--- src/rtl/core/drvs_pkg.sv ---
package drvs_pkg;

   localparam int NUM_OUT_PORTS           = 16;
   localparam int NUM_VCS                 = 8;
   localparam int MAX_PORTS_PER_INTERFACE = 4;

   localparam int PORT_W      = $clog2(NUM_OUT_PORTS);
   localparam int VC_W        = $clog2(NUM_VCS);
   localparam int ADDR_W      = PORT_W + VC_W;
   localparam int TABLE_DEPTH = NUM_OUT_PORTS * NUM_VCS;
   localparam int VAL_W       = 16;
   localparam int TIE_W       = 6;

   localparam int DEST_W      = 4;
   localparam int PPI_W       = 3;
   localparam int TERM_W      = 5;
   localparam int FVC_W       = 3;
   localparam int VCNT_W      = 4;
   localparam int SPAN_W      = DEST_W + PPI_W;

   localparam int CSR_IDX_W   = 3;
   localparam int CSR_DATA_W  = 5;

   typedef enum logic [CSR_IDX_W-1:0] {
      CSR_PPI      = 3'd0,
      CSR_TERM     = 3'd1,
      CSR_FIRST_VC = 3'd2,
      CSR_VC_COUNT = 3'd3,
      CSR_ADAPTIVE = 3'd4
   } csr_idx_type;

   typedef enum logic {
      OP_WRITE = 1'b0,
      OP_ROUTE = 1'b1
   } opcode_type;

   typedef enum logic [2:0] {
      ST_IDLE,
      ST_ERROR,
      ST_PLAIN,
      ST_SCAN_RD,
      ST_SCAN_CHK,
      ST_EMIT_RD,
      ST_EMIT_CHK
   } state_type;

endpackage

--- src/rtl/core/drvs_if.sv ---
interface drvs_req_if import drvs_pkg::*; ();
   logic               valid;
   logic               ready;
   logic               opcode;
   logic [DEST_W-1:0]  dest_terminal;
   logic [PORT_W-1:0]  entry_port;
   logic [VC_W-1:0]    entry_vc;
   logic [VAL_W-1:0]   congestion_value;

   modport source (output valid, opcode, dest_terminal, entry_port, entry_vc,
                   congestion_value, input ready);
   modport sink   (input valid, opcode, dest_terminal, entry_port, entry_vc,
                   congestion_value, output ready);
endinterface

interface drvs_rsp_if import drvs_pkg::*; ();
   logic              valid;
   logic              ready;
   logic [PORT_W-1:0] out_port;
   logic [VC_W-1:0]   out_vc;
   logic              last;
   logic              route_error;

   modport source (output valid, out_port, out_vc, last, route_error, input ready);
   modport sink   (input valid, out_port, out_vc, last, route_error, output ready);
endinterface

interface drvs_csr_if import drvs_pkg::*; ();
   logic                  valid;
   logic                  ready;
   logic [CSR_IDX_W-1:0]  index;
   logic [CSR_DATA_W-1:0] data;

   modport source (output valid, index, data, input ready);
   modport sink   (input valid, index, data, output ready);
endinterface

--- src/rtl/core/direct_route_vc_select.sv ---
// Route computation with adaptive virtual channel selection for one router input.
// Requests arrive on req_chan. A write request (opcode 0) stores one congestion
// entry and produces no response. A route request (opcode 1) produces one or
// more responses on rsp_chan, the final one flagged by last.
// For a route request covering N port and VC pairs:
//   plain mode: one response per cycle while the receiver does not stall;
//   adaptive mode: a minimum pass and an emit pass over the congestion store,
//   each reading a pair in one state and checking it in the next, through the
//   store's single registered read port (N is at most 32).
// A request whose port run leaves the terminal ports gives one error response,
// flagged by last. req_chan is ready only between route requests, so one
// route request is worked on at a time. Responses sit in an output register;
// when the receiver stalls, the sequencer waits with the next candidate.
// Reset clears the configuration to its defaults and marks every congestion
// entry as zero through a valid bit per entry, so no clearing pass is needed.
// csr_chan is always ready and must only be written while the block is idle.
module direct_route_vc_select
   import drvs_pkg::*;
(
   input  logic         clock,
   input  logic         reset,
   drvs_req_if.sink     req_chan,
   drvs_rsp_if.source   rsp_chan,
   drvs_csr_if.sink     csr_chan
);

   logic [PPI_W-1:0]     ppi_ff;
   logic [TERM_W-1:0]    term_ff;
   logic [FVC_W-1:0]     first_vc_ff;
   logic [VCNT_W-1:0]    vc_count_ff;
   logic                 adaptive_ff;

   state_type            state_ff, state_in;
   logic [PORT_W-1:0]    port_ff, port_in;
   logic [VC_W-1:0]      vc_ff, vc_in;
   logic [PORT_W-1:0]    start_port_ff, start_port_in;
   logic [PORT_W-1:0]    last_port_ff, last_port_in;
   logic [VC_W-1:0]      vlo_ff, vlo_in;
   logic [VC_W-1:0]      vhi_m1_ff, vhi_m1_in;
   logic [VAL_W-1:0]     min_ff, min_in;
   logic [TIE_W-1:0]     ties_ff, ties_in;
   logic                 first_ff, first_in;

   logic                 rsp_valid_ff, rsp_valid_in;
   logic [PORT_W-1:0]    rsp_port_ff, rsp_port_in;
   logic [VC_W-1:0]      rsp_vc_ff, rsp_vc_in;
   logic                 rsp_last_ff, rsp_last_in;
   logic                 rsp_err_ff, rsp_err_in;

   logic [VAL_W-1:0]     cong_mem [TABLE_DEPTH];
   logic [TABLE_DEPTH-1:0] cong_vld_ff;
   logic [VAL_W-1:0]     rd_data_ff;
   logic                 rd_zero_ff;
   logic                 rd_en;
   logic                 wr_en;
   logic [ADDR_W-1:0]    wr_addr;

   logic                 req_acc;
   logic                 route_acc;
   logic                 out_free;
   logic                 at_vc_end;
   logic                 at_end;
   logic [PORT_W-1:0]    adv_port;
   logic [VC_W-1:0]      adv_vc;
   logic [VAL_W-1:0]     rd_value;
   logic                 is_tie;

   logic [PPI_W-1:0]     ppi_eff;
   logic [VCNT_W-1:0]    vcnt_eff;
   logic [VC_W-1:0]      vlo_eff;
   logic [VCNT_W:0]      vhi_sum;
   logic [VCNT_W:0]      vhi_clip;
   logic [SPAN_W-1:0]    base;
   logic [SPAN_W-1:0]    span_end;
   logic                 route_err;

   // Configuration registers.
   assign csr_chan.ready = 1'b1;

   always_ff @(posedge clock) begin
      if (reset) begin
         ppi_ff      <= PPI_W'(1);
         term_ff     <= TERM_W'(16);
         first_vc_ff <= '0;
         vc_count_ff <= VCNT_W'(1);
         adaptive_ff <= 1'b0;
      end else if (csr_chan.valid) begin
         case (csr_chan.index)
            CSR_PPI:      ppi_ff      <= csr_chan.data[PPI_W-1:0];
            CSR_TERM:     term_ff     <= csr_chan.data[TERM_W-1:0];
            CSR_FIRST_VC: first_vc_ff <= csr_chan.data[FVC_W-1:0];
            CSR_VC_COUNT: vc_count_ff <= csr_chan.data[VCNT_W-1:0];
            CSR_ADAPTIVE: adaptive_ff <= csr_chan.data[0];
            default: ;
         endcase
      end
   end

   // Request decode and route window.
   assign req_chan.ready = (state_ff == ST_IDLE);
   assign req_acc   = req_chan.valid && req_chan.ready;
   assign route_acc = req_acc && (req_chan.opcode == OP_ROUTE);

   always_comb begin
      if (ppi_ff == '0) begin
         ppi_eff = PPI_W'(1);
      end else if (32'(ppi_ff) > MAX_PORTS_PER_INTERFACE) begin
         ppi_eff = PPI_W'(MAX_PORTS_PER_INTERFACE);
      end else begin
         ppi_eff = ppi_ff;
      end
      vcnt_eff = (vc_count_ff == '0) ? VCNT_W'(1) : vc_count_ff;
      vlo_eff  = (32'(first_vc_ff) >= NUM_VCS) ? VC_W'(NUM_VCS - 1)
                                               : VC_W'(first_vc_ff);
      vhi_sum  = (VCNT_W+1)'(vlo_eff) + (VCNT_W+1)'(vcnt_eff);
      vhi_clip = (32'(vhi_sum) > NUM_VCS) ? (VCNT_W+1)'(NUM_VCS) : vhi_sum;
      base     = SPAN_W'(req_chan.dest_terminal) * SPAN_W'(ppi_eff);
      span_end = base + SPAN_W'(ppi_eff);
      route_err = (span_end > SPAN_W'(term_ff)) || (32'(span_end) > NUM_OUT_PORTS);
   end

   // Scan position.
   assign at_vc_end = (vc_ff == vhi_m1_ff);
   assign at_end    = at_vc_end && (port_ff == last_port_ff);
   assign adv_vc    = at_vc_end ? vlo_ff : vc_ff + VC_W'(1);
   assign adv_port  = at_vc_end ? port_ff + PORT_W'(1) : port_ff;
   assign rd_value  = rd_zero_ff ? '0 : rd_data_ff;
   assign is_tie    = (rd_value == min_ff);
   assign out_free  = !rsp_valid_ff || rsp_chan.ready;

   // Next state.
   always_comb begin
      state_in = state_ff;
      case (state_ff)
         ST_IDLE: begin
            if (route_acc) begin
               if (route_err) begin
                  state_in = ST_ERROR;
               end else if (adaptive_ff) begin
                  state_in = ST_SCAN_RD;
               end else begin
                  state_in = ST_PLAIN;
               end
            end
         end
         ST_ERROR: begin
            if (out_free) state_in = ST_IDLE;
         end
         ST_PLAIN: begin
            if (out_free && at_end) state_in = ST_IDLE;
         end
         ST_SCAN_RD: state_in = ST_SCAN_CHK;
         ST_SCAN_CHK: state_in = at_end ? ST_EMIT_RD : ST_SCAN_RD;
         ST_EMIT_RD: state_in = ST_EMIT_CHK;
         ST_EMIT_CHK: begin
            if (is_tie) begin
               if (out_free) begin
                  state_in = (ties_ff == TIE_W'(1)) ? ST_IDLE : ST_EMIT_RD;
               end
            end else begin
               state_in = at_end ? ST_IDLE : ST_EMIT_RD;
            end
         end
         default: state_in = ST_IDLE;
      endcase
   end

   // Datapath and outputs.
   always_comb begin
      port_in       = port_ff;
      vc_in         = vc_ff;
      start_port_in = start_port_ff;
      last_port_in  = last_port_ff;
      vlo_in        = vlo_ff;
      vhi_m1_in     = vhi_m1_ff;
      min_in        = min_ff;
      ties_in       = ties_ff;
      first_in      = first_ff;
      rsp_valid_in  = rsp_valid_ff && !rsp_chan.ready;
      rsp_port_in   = rsp_port_ff;
      rsp_vc_in     = rsp_vc_ff;
      rsp_last_in   = rsp_last_ff;
      rsp_err_in    = rsp_err_ff;
      rd_en         = 1'b0;
      wr_en         = req_acc && (req_chan.opcode == OP_WRITE)
                      && (32'(req_chan.entry_port) < NUM_OUT_PORTS)
                      && (32'(req_chan.entry_vc) < NUM_VCS);
      wr_addr       = {req_chan.entry_port, req_chan.entry_vc};
      case (state_ff)
         ST_IDLE: begin
            if (route_acc) begin
               port_in       = base[PORT_W-1:0];
               start_port_in = base[PORT_W-1:0];
               last_port_in  = PORT_W'(span_end - SPAN_W'(1));
               vc_in         = vlo_eff;
               vlo_in        = vlo_eff;
               vhi_m1_in     = VC_W'(vhi_clip - (VCNT_W+1)'(1));
               first_in      = 1'b1;
               ties_in       = '0;
            end
         end
         ST_ERROR: begin
            if (out_free) begin
               rsp_valid_in = 1'b1;
               rsp_port_in  = '0;
               rsp_vc_in    = '0;
               rsp_last_in  = 1'b1;
               rsp_err_in   = 1'b1;
            end
         end
         ST_PLAIN: begin
            if (out_free) begin
               rsp_valid_in = 1'b1;
               rsp_port_in  = port_ff;
               rsp_vc_in    = vc_ff;
               rsp_last_in  = at_end;
               rsp_err_in   = 1'b0;
               port_in      = adv_port;
               vc_in        = adv_vc;
            end
         end
         ST_SCAN_RD, ST_EMIT_RD: rd_en = 1'b1;
         ST_SCAN_CHK: begin
            first_in = 1'b0;
            if (first_ff || (rd_value < min_ff)) begin
               min_in  = rd_value;
               ties_in = TIE_W'(1);
            end else if (is_tie) begin
               ties_in = ties_ff + TIE_W'(1);
            end
            if (at_end) begin
               port_in = start_port_ff;
               vc_in   = vlo_ff;
            end else begin
               port_in = adv_port;
               vc_in   = adv_vc;
            end
         end
         ST_EMIT_CHK: begin
            if (is_tie) begin
               if (out_free) begin
                  rsp_valid_in = 1'b1;
                  rsp_port_in  = port_ff;
                  rsp_vc_in    = vc_ff;
                  rsp_last_in  = (ties_ff == TIE_W'(1));
                  rsp_err_in   = 1'b0;
                  ties_in      = ties_ff - TIE_W'(1);
                  port_in      = adv_port;
                  vc_in        = adv_vc;
               end
            end else begin
               port_in = adv_port;
               vc_in   = adv_vc;
            end
         end
         default: ;
      endcase
   end

   always_ff @(posedge clock) begin
      if (reset) begin
         state_ff     <= ST_IDLE;
         rsp_valid_ff <= 1'b0;
         first_ff     <= 1'b1;
         ties_ff      <= '0;
         min_ff       <= '1;
      end else begin
         state_ff     <= state_in;
         rsp_valid_ff <= rsp_valid_in;
         first_ff     <= first_in;
         ties_ff      <= ties_in;
         min_ff       <= min_in;
      end
   end

   always_ff @(posedge clock) begin
      port_ff       <= port_in;
      vc_ff         <= vc_in;
      start_port_ff <= start_port_in;
      last_port_ff  <= last_port_in;
      vlo_ff        <= vlo_in;
      vhi_m1_ff     <= vhi_m1_in;
      rsp_port_ff   <= rsp_port_in;
      rsp_vc_ff     <= rsp_vc_in;
      rsp_last_ff   <= rsp_last_in;
      rsp_err_ff    <= rsp_err_in;
   end

   // Congestion store: entries never written since reset read as zero.
   always_ff @(posedge clock) begin
      if (wr_en) begin
         cong_mem[wr_addr] <= req_chan.congestion_value;
      end
      if (rd_en) begin
         rd_data_ff <= cong_mem[{port_ff, vc_ff}];
         rd_zero_ff <= !cong_vld_ff[{port_ff, vc_ff}];
      end
   end

   always_ff @(posedge clock) begin
      if (reset) begin
         cong_vld_ff <= '0;
      end else if (wr_en) begin
         cong_vld_ff[wr_addr] <= 1'b1;
      end
   end

   assign rsp_chan.valid       = rsp_valid_ff;
   assign rsp_chan.out_port    = rsp_port_ff;
   assign rsp_chan.out_vc      = rsp_vc_ff;
   assign rsp_chan.last        = rsp_last_ff;
   assign rsp_chan.route_error = rsp_err_ff;

   a_emit_has_ties: assert property (@(posedge clock) disable iff (reset)
      (state_ff == ST_EMIT_RD || state_ff == ST_EMIT_CHK) |-> (ties_ff != '0))
      else $error("emit pass running with no ties left");

   a_error_is_last: assert property (@(posedge clock) disable iff (reset)
      (rsp_valid_ff && rsp_err_ff) |-> rsp_last_ff)
      else $error("error response without last");

   a_route_blocks: assert property (@(posedge clock) disable iff (reset)
      route_acc |=> !req_chan.ready)
      else $error("request taken straight after a route request");

   a_min_falls: assert property (@(posedge clock) disable iff (reset)
      (state_ff == ST_SCAN_CHK && !first_ff) |=> (min_ff <= $past(min_ff)))
      else $error("running minimum rose during a scan");

endmodule

--- src/flat_wrapper.sv ---
// flat-port wrapper written by rule: the top's interface ports become plain ports
module direct_route_vc_select_flat import drvs_pkg::*;
  (clock, reset, req_chan_valid, req_chan_opcode, req_chan_dest_terminal, req_chan_entry_port, req_chan_entry_vc, req_chan_congestion_value, req_chan_ready, rsp_chan_valid, rsp_chan_out_port, rsp_chan_out_vc, rsp_chan_last, rsp_chan_route_error, rsp_chan_ready, csr_chan_valid, csr_chan_index, csr_chan_data, csr_chan_ready);
  drvs_req_if req_chan_i ();
  drvs_rsp_if rsp_chan_i ();
  drvs_csr_if csr_chan_i ();
  input  logic clock;
  input  logic reset;
  input wire logic [$bits(req_chan_i.valid)-1:0] req_chan_valid;
  input wire logic [$bits(req_chan_i.opcode)-1:0] req_chan_opcode;
  input wire logic [$bits(req_chan_i.dest_terminal)-1:0] req_chan_dest_terminal;
  input wire logic [$bits(req_chan_i.entry_port)-1:0] req_chan_entry_port;
  input wire logic [$bits(req_chan_i.entry_vc)-1:0] req_chan_entry_vc;
  input wire logic [$bits(req_chan_i.congestion_value)-1:0] req_chan_congestion_value;
  output wire logic [$bits(req_chan_i.ready)-1:0] req_chan_ready;
  output wire logic [$bits(rsp_chan_i.valid)-1:0] rsp_chan_valid;
  output wire logic [$bits(rsp_chan_i.out_port)-1:0] rsp_chan_out_port;
  output wire logic [$bits(rsp_chan_i.out_vc)-1:0] rsp_chan_out_vc;
  output wire logic [$bits(rsp_chan_i.last)-1:0] rsp_chan_last;
  output wire logic [$bits(rsp_chan_i.route_error)-1:0] rsp_chan_route_error;
  input wire logic [$bits(rsp_chan_i.ready)-1:0] rsp_chan_ready;
  input wire logic [$bits(csr_chan_i.valid)-1:0] csr_chan_valid;
  input wire logic [$bits(csr_chan_i.index)-1:0] csr_chan_index;
  input wire logic [$bits(csr_chan_i.data)-1:0] csr_chan_data;
  output wire logic [$bits(csr_chan_i.ready)-1:0] csr_chan_ready;
  assign req_chan_i.valid = req_chan_valid;
  assign req_chan_i.opcode = req_chan_opcode;
  assign req_chan_i.dest_terminal = req_chan_dest_terminal;
  assign req_chan_i.entry_port = req_chan_entry_port;
  assign req_chan_i.entry_vc = req_chan_entry_vc;
  assign req_chan_i.congestion_value = req_chan_congestion_value;
  assign req_chan_ready = req_chan_i.ready;
  assign rsp_chan_valid = rsp_chan_i.valid;
  assign rsp_chan_out_port = rsp_chan_i.out_port;
  assign rsp_chan_out_vc = rsp_chan_i.out_vc;
  assign rsp_chan_last = rsp_chan_i.last;
  assign rsp_chan_route_error = rsp_chan_i.route_error;
  assign rsp_chan_i.ready = rsp_chan_ready;
  assign csr_chan_i.valid = csr_chan_valid;
  assign csr_chan_i.index = csr_chan_index;
  assign csr_chan_i.data = csr_chan_data;
  assign csr_chan_ready = csr_chan_i.ready;
  direct_route_vc_select u_core (.clock(clock), .reset(reset), .req_chan(req_chan_i), .rsp_chan(rsp_chan_i), .csr_chan(csr_chan_i));
endmodule
--- config.mk ---
export PLATFORM = sky130hd
export DESIGN_NAME = direct_route_vc_select_flat
export DESIGN_NICKNAME = d
export VERILOG_FILES = /design/src/rtl/core/drvs_pkg.sv /design/src/rtl/core/drvs_if.sv /design/src/rtl/core/direct_route_vc_select.sv /design/src/flat_wrapper.sv
export SDC_FILE = /design/constraint.sdc
export NUM_CORES = 2
export LEC_CHECK = 0
export BUFFER_PORTS_ARGS = -buffer_cell sky130_fd_sc_hd__buf_2
export CORE_MARGIN = 8
export CORE_UTILIZATION = 68
export CTS_CLUSTER_SIZE = 16
export DETAILED_ROUTE_END_ITERATION = 12
export PLACE_DENSITY_LB_ADDON = 0.12
export SETUP_SLACK_MARGIN = 0.4
export SYNTH_ARGS = -nofsm -noshare
export SYNTH_HDL_FRONTEND = slang
export SYNTH_SLANG_ARGS = --single-unit
--- constraint.sdc ---
create_clock -name clock -period 7.4 [get_ports clock]
set_input_delay 1.11 -clock clock [delete_from_list [all_inputs] [get_ports clock]]
set_output_delay 1.11 -clock clock [all_outputs]
set_load 0.005 [all_outputs]
==> results.md <==
* Ys flop type: edfxtp_1
* Vias at ~43k
* CTS tree: yes
* Clk_lat worst skew at around 850 ps
* Syn Nets at 4221
* Post-Synthesis Cells at between 4k and 5k
* Postcts setup bufs at 0
* DP Area at 91100 um2
* Global-route wire length before repair at 298 mm
* Seq/Total Area, Yosys at between 70% and 80%
* Hold-critical path depth at 1
* Max-Cap Viols at 0
* WP data required at roughly 7900 ps
* Minimum clock period at 4560 ps
* Area Growth Syn to Fin at 11.4%
* Maximum vdd drop at around 0.28 mV
* Hold Startpoint: u_core.cong_vld_ff[38]
* Die height at about 380 um
* Final hold slack at 462 ps
* Setup ws final at around 2800 ps
* Clock Tree Root: clkbuf_16
* Die area at between 100000 and 150000 um2
* Fmax at ~220 MHz
* Synth area leaders: edfxtp_1 71%, mux4_2 16%, dfxtp_1 3.9%, mux2i_1 1.6%, o21a_1 1.1%
* Top-count cell post-synth: edfxtp_1
* PD cells at 354 nW/um2
* Seq cells post-synth at approximately 2.3k
* Initial Utilization at around two thirds
* Overall Global Routing Usage at approximately 29%
* Post-synthesis cell area at approximately 88000 um2
* Final period util at between 60% and 70%
* Clk sink count at ~2.3k
* Initial antenna violation count at 6
* Slew Limit Fails at 0
* Post-Route WL at 205 mm
* Static Leak at between 30 and 40 nW
* Cell Rows at around 130
* R2r setup slk at around 2800 ps
* Placed Cells at slightly below 6k
* Die width at about 380 um
* Setup tns final at 0 ps
* RSZ-0062 raised after global routing: no
* IO Pins at 53
* CTS max path bufs at 3
* Cts repair resizes at 0
* R2R depth at 7
* Drt pass-1 iters at 6
* Dpl ws at between 2000 and 3000 ps
* Worst hold path class: reg2reg
* Dominant cell type by area after synthesis: edfxtp_1
* Util after Layout at 76.1%
* Final hold vios at 0
* Nets at approximately 4.4k
* Post-synth EDFFs at about 2.1k
* Worst slew pin tran at 1240 ps
* CP Data Arrival Time at roughly 5000 ps
* Hold endpoint: u_core.cong_vld_ff[38]
* Synth top cells by count: 2095 x edfxtp_1, 632 x mux4_2, 215 x nor2_1, 171 x dfxtp_1, 141 x mux2i_1
* Yosys warns at 0
* IO Port Bufs at 51
* Avg Cell Area, Syn at ~21 um2
* Final setup viols at 0
* FFs w/ async S/R, synth at 0%
* Status: complete, no violations
* R2R Path End: u_core.cong_mem[24][12]
* Max H-tree Level at 4
* Vias/cell at approximately 6.9
* Largest net degree at the start of global routing at between 100 and 150
* Total power at between 30 and 40 mW
* Worst Path Max Fanout at 15
* Post-route cell area at 98300 um2
* CP Capture Type: flip-flop
* Worst r2r src: u_core.state_ff[2]
* Total grt overflow at 0
* CORE AREA at ~130000 um2
* Post-route DRC at 0
* Post-route insts no fill at about 6.3k
* Final HPWL DP at 118 mm
* Synth unique cells at 66
* Max_slew headroom at 16.1%
* CTS Buf Count at around 210
* Worst-path clk slew at roughly 60 ps
* Yosys top cell area share at roughly 70%
* Vias in the first global route at 43.2k
* Startpoint types: flip-flop
* Worst setup path class: reg2reg
* Share of cells above drive strength 1 at approximately 27%
* Post-DRT Antenna Nets at 0
* Setup Skew at about 34 ps
* Placer Congestion at between 0.8 and 0.9
* WL/cell at 32.8 um
* 1st-iter DRT viols at about 5.7k
* Hold Buf Count CTS at 0
-- worst max-delay path by stage --
| stage | start | endpoint | slack, ps | cells after the start |
|---|---|---|---|---|
| final | u_core.state_ff[2] | u_core.cong_mem[24][12] | 2840 | 7 |
| after global routing | u_core.state_ff[2] | u_core.cong_mem[24][4] | 2730 | 7 |
| after CTS | u_core.state_ff[2] | u_core.cong_mem[24][7] | 3030 | 7 |
| after detailed placement | req_chan_opcode | u_core.cong_mem[24][10] | 2650 | 7 |
| after global placement | req_chan_opcode | u_core.cong_mem[24][11] | 2580 | 7 |
| after floorplan | req_chan_dest_terminal[2] | u_core.state_ff[0] | 3330 | 13 |
-- layer usage --
metal	track usage [%]	wire length, um	vias to the layer above
li1	-	-	17600
met1	42.5	79400	22800
met2	45.0	97900	2568
met3	6.24	20700	384
met5	0	52	-
met4	9.36	6810	8
-- placed cells by master (no fill, tap or decap), drive strengths merged, types with 4 or more instances in the layout --
cell type	n
clkinv	76
clkbuf	291
xnor2	7
a22o	24
fa	5
o311ai	17
xor2	11
o221ai	13
a21o	7
edfxtp	2095
inv	56
dfxtp	171
nor2b	15
nand4	10
o21a	132
nand2	91
and2	16
mux4	632
clkinvlp	7
mux2i	141
diode	4
or2	5
a21oi	55
a211oi	6
a22oi	18
nor3	6
o21ai	11
o22ai	9
o211ai	13
or3	4
nor2	215
buf	197
nand2b	6
ha	40
bufinv	27
a221oi	13
nand3	15
and3	7
nor4	4
-- sequential cells by signal (all words and copies together), names as in the netlist, 3 cells and up --
| register | flops |
|---|---|
| u_core.rd_data_ff | 16 |
| u_core.ppi_ff | 3 |
| u_core.rsp_chan.out_vc | 3 |
| u_core.term_ff | 5 |
| u_core.vhi_m1_ff | 3 |
| u_core.cong_vld_ff | 128 |
| u_core.first_vc_ff | 3 |
| u_core.min_ff | 16 |
| u_core.vlo_ff | 3 |
| u_core.port_ff | 4 |
| u_core.cong_mem | 2048 |
| u_core.vc_count_ff | 4 |
| u_core.start_port_ff | 4 |
| u_core.ties_ff | 6 |
| u_core.state_ff | 3 |
| u_core.last_port_ff | 4 |
| u_core.vc_ff | 3 |
| u_core.rsp_chan.out_port | 4 |
-- worst max-delay path, cell delays in order (launching register included) --
cell	delay (ps)
dfxtp_1	480
nor2_1	300
nor4bb_2	1100
nor2b_1	270
nor2b_1	620
nand3_1	410
nor2_1	740
buf_4	310
-- layout make-up --
type                    count  area, um2
diodes                      4       10.0
clock buffers             291       5940
clock inverters           114       1300
fillers                  6821      30800
inverters                  52        200
multi-input cells        1585      20800
flip-flops and latches   2266      66300
well taps                1742       2180
repair buffers            197       1530
-- where the power goes --
group          internal [mW]  total, mW  switching [mW]
clock network           6.56       11.2            4.64
registers               14.2       14.3           0.162
logic                   4.03       9.26            5.23
-- cell families (layout without fill, tap and decap cells) --
| family | count (synthesis) | after routing | share of synthesized area (%) |
|---|---|---|---|
| flip-flops | 2266 | 2266 | 75.1 |
| multiplexers | 773 | 773 | 17.7 |
| AND/OR/NAND/NOR | 404 | 404 | 1.99 |
| AO/OA/AOI/OAI | 344 | 344 | 2.86 |
| buffers and inverters | 284 | 654 | 1.41 |
| adder cells (fa/ha/maj) | 45 | 45 | 0.680 |
| XOR/XNOR | 18 | 18 | 0.179 |
| other | 1 | 5 | 0.00425 |
Note: power is estimated with default switching activity, not from simulation.
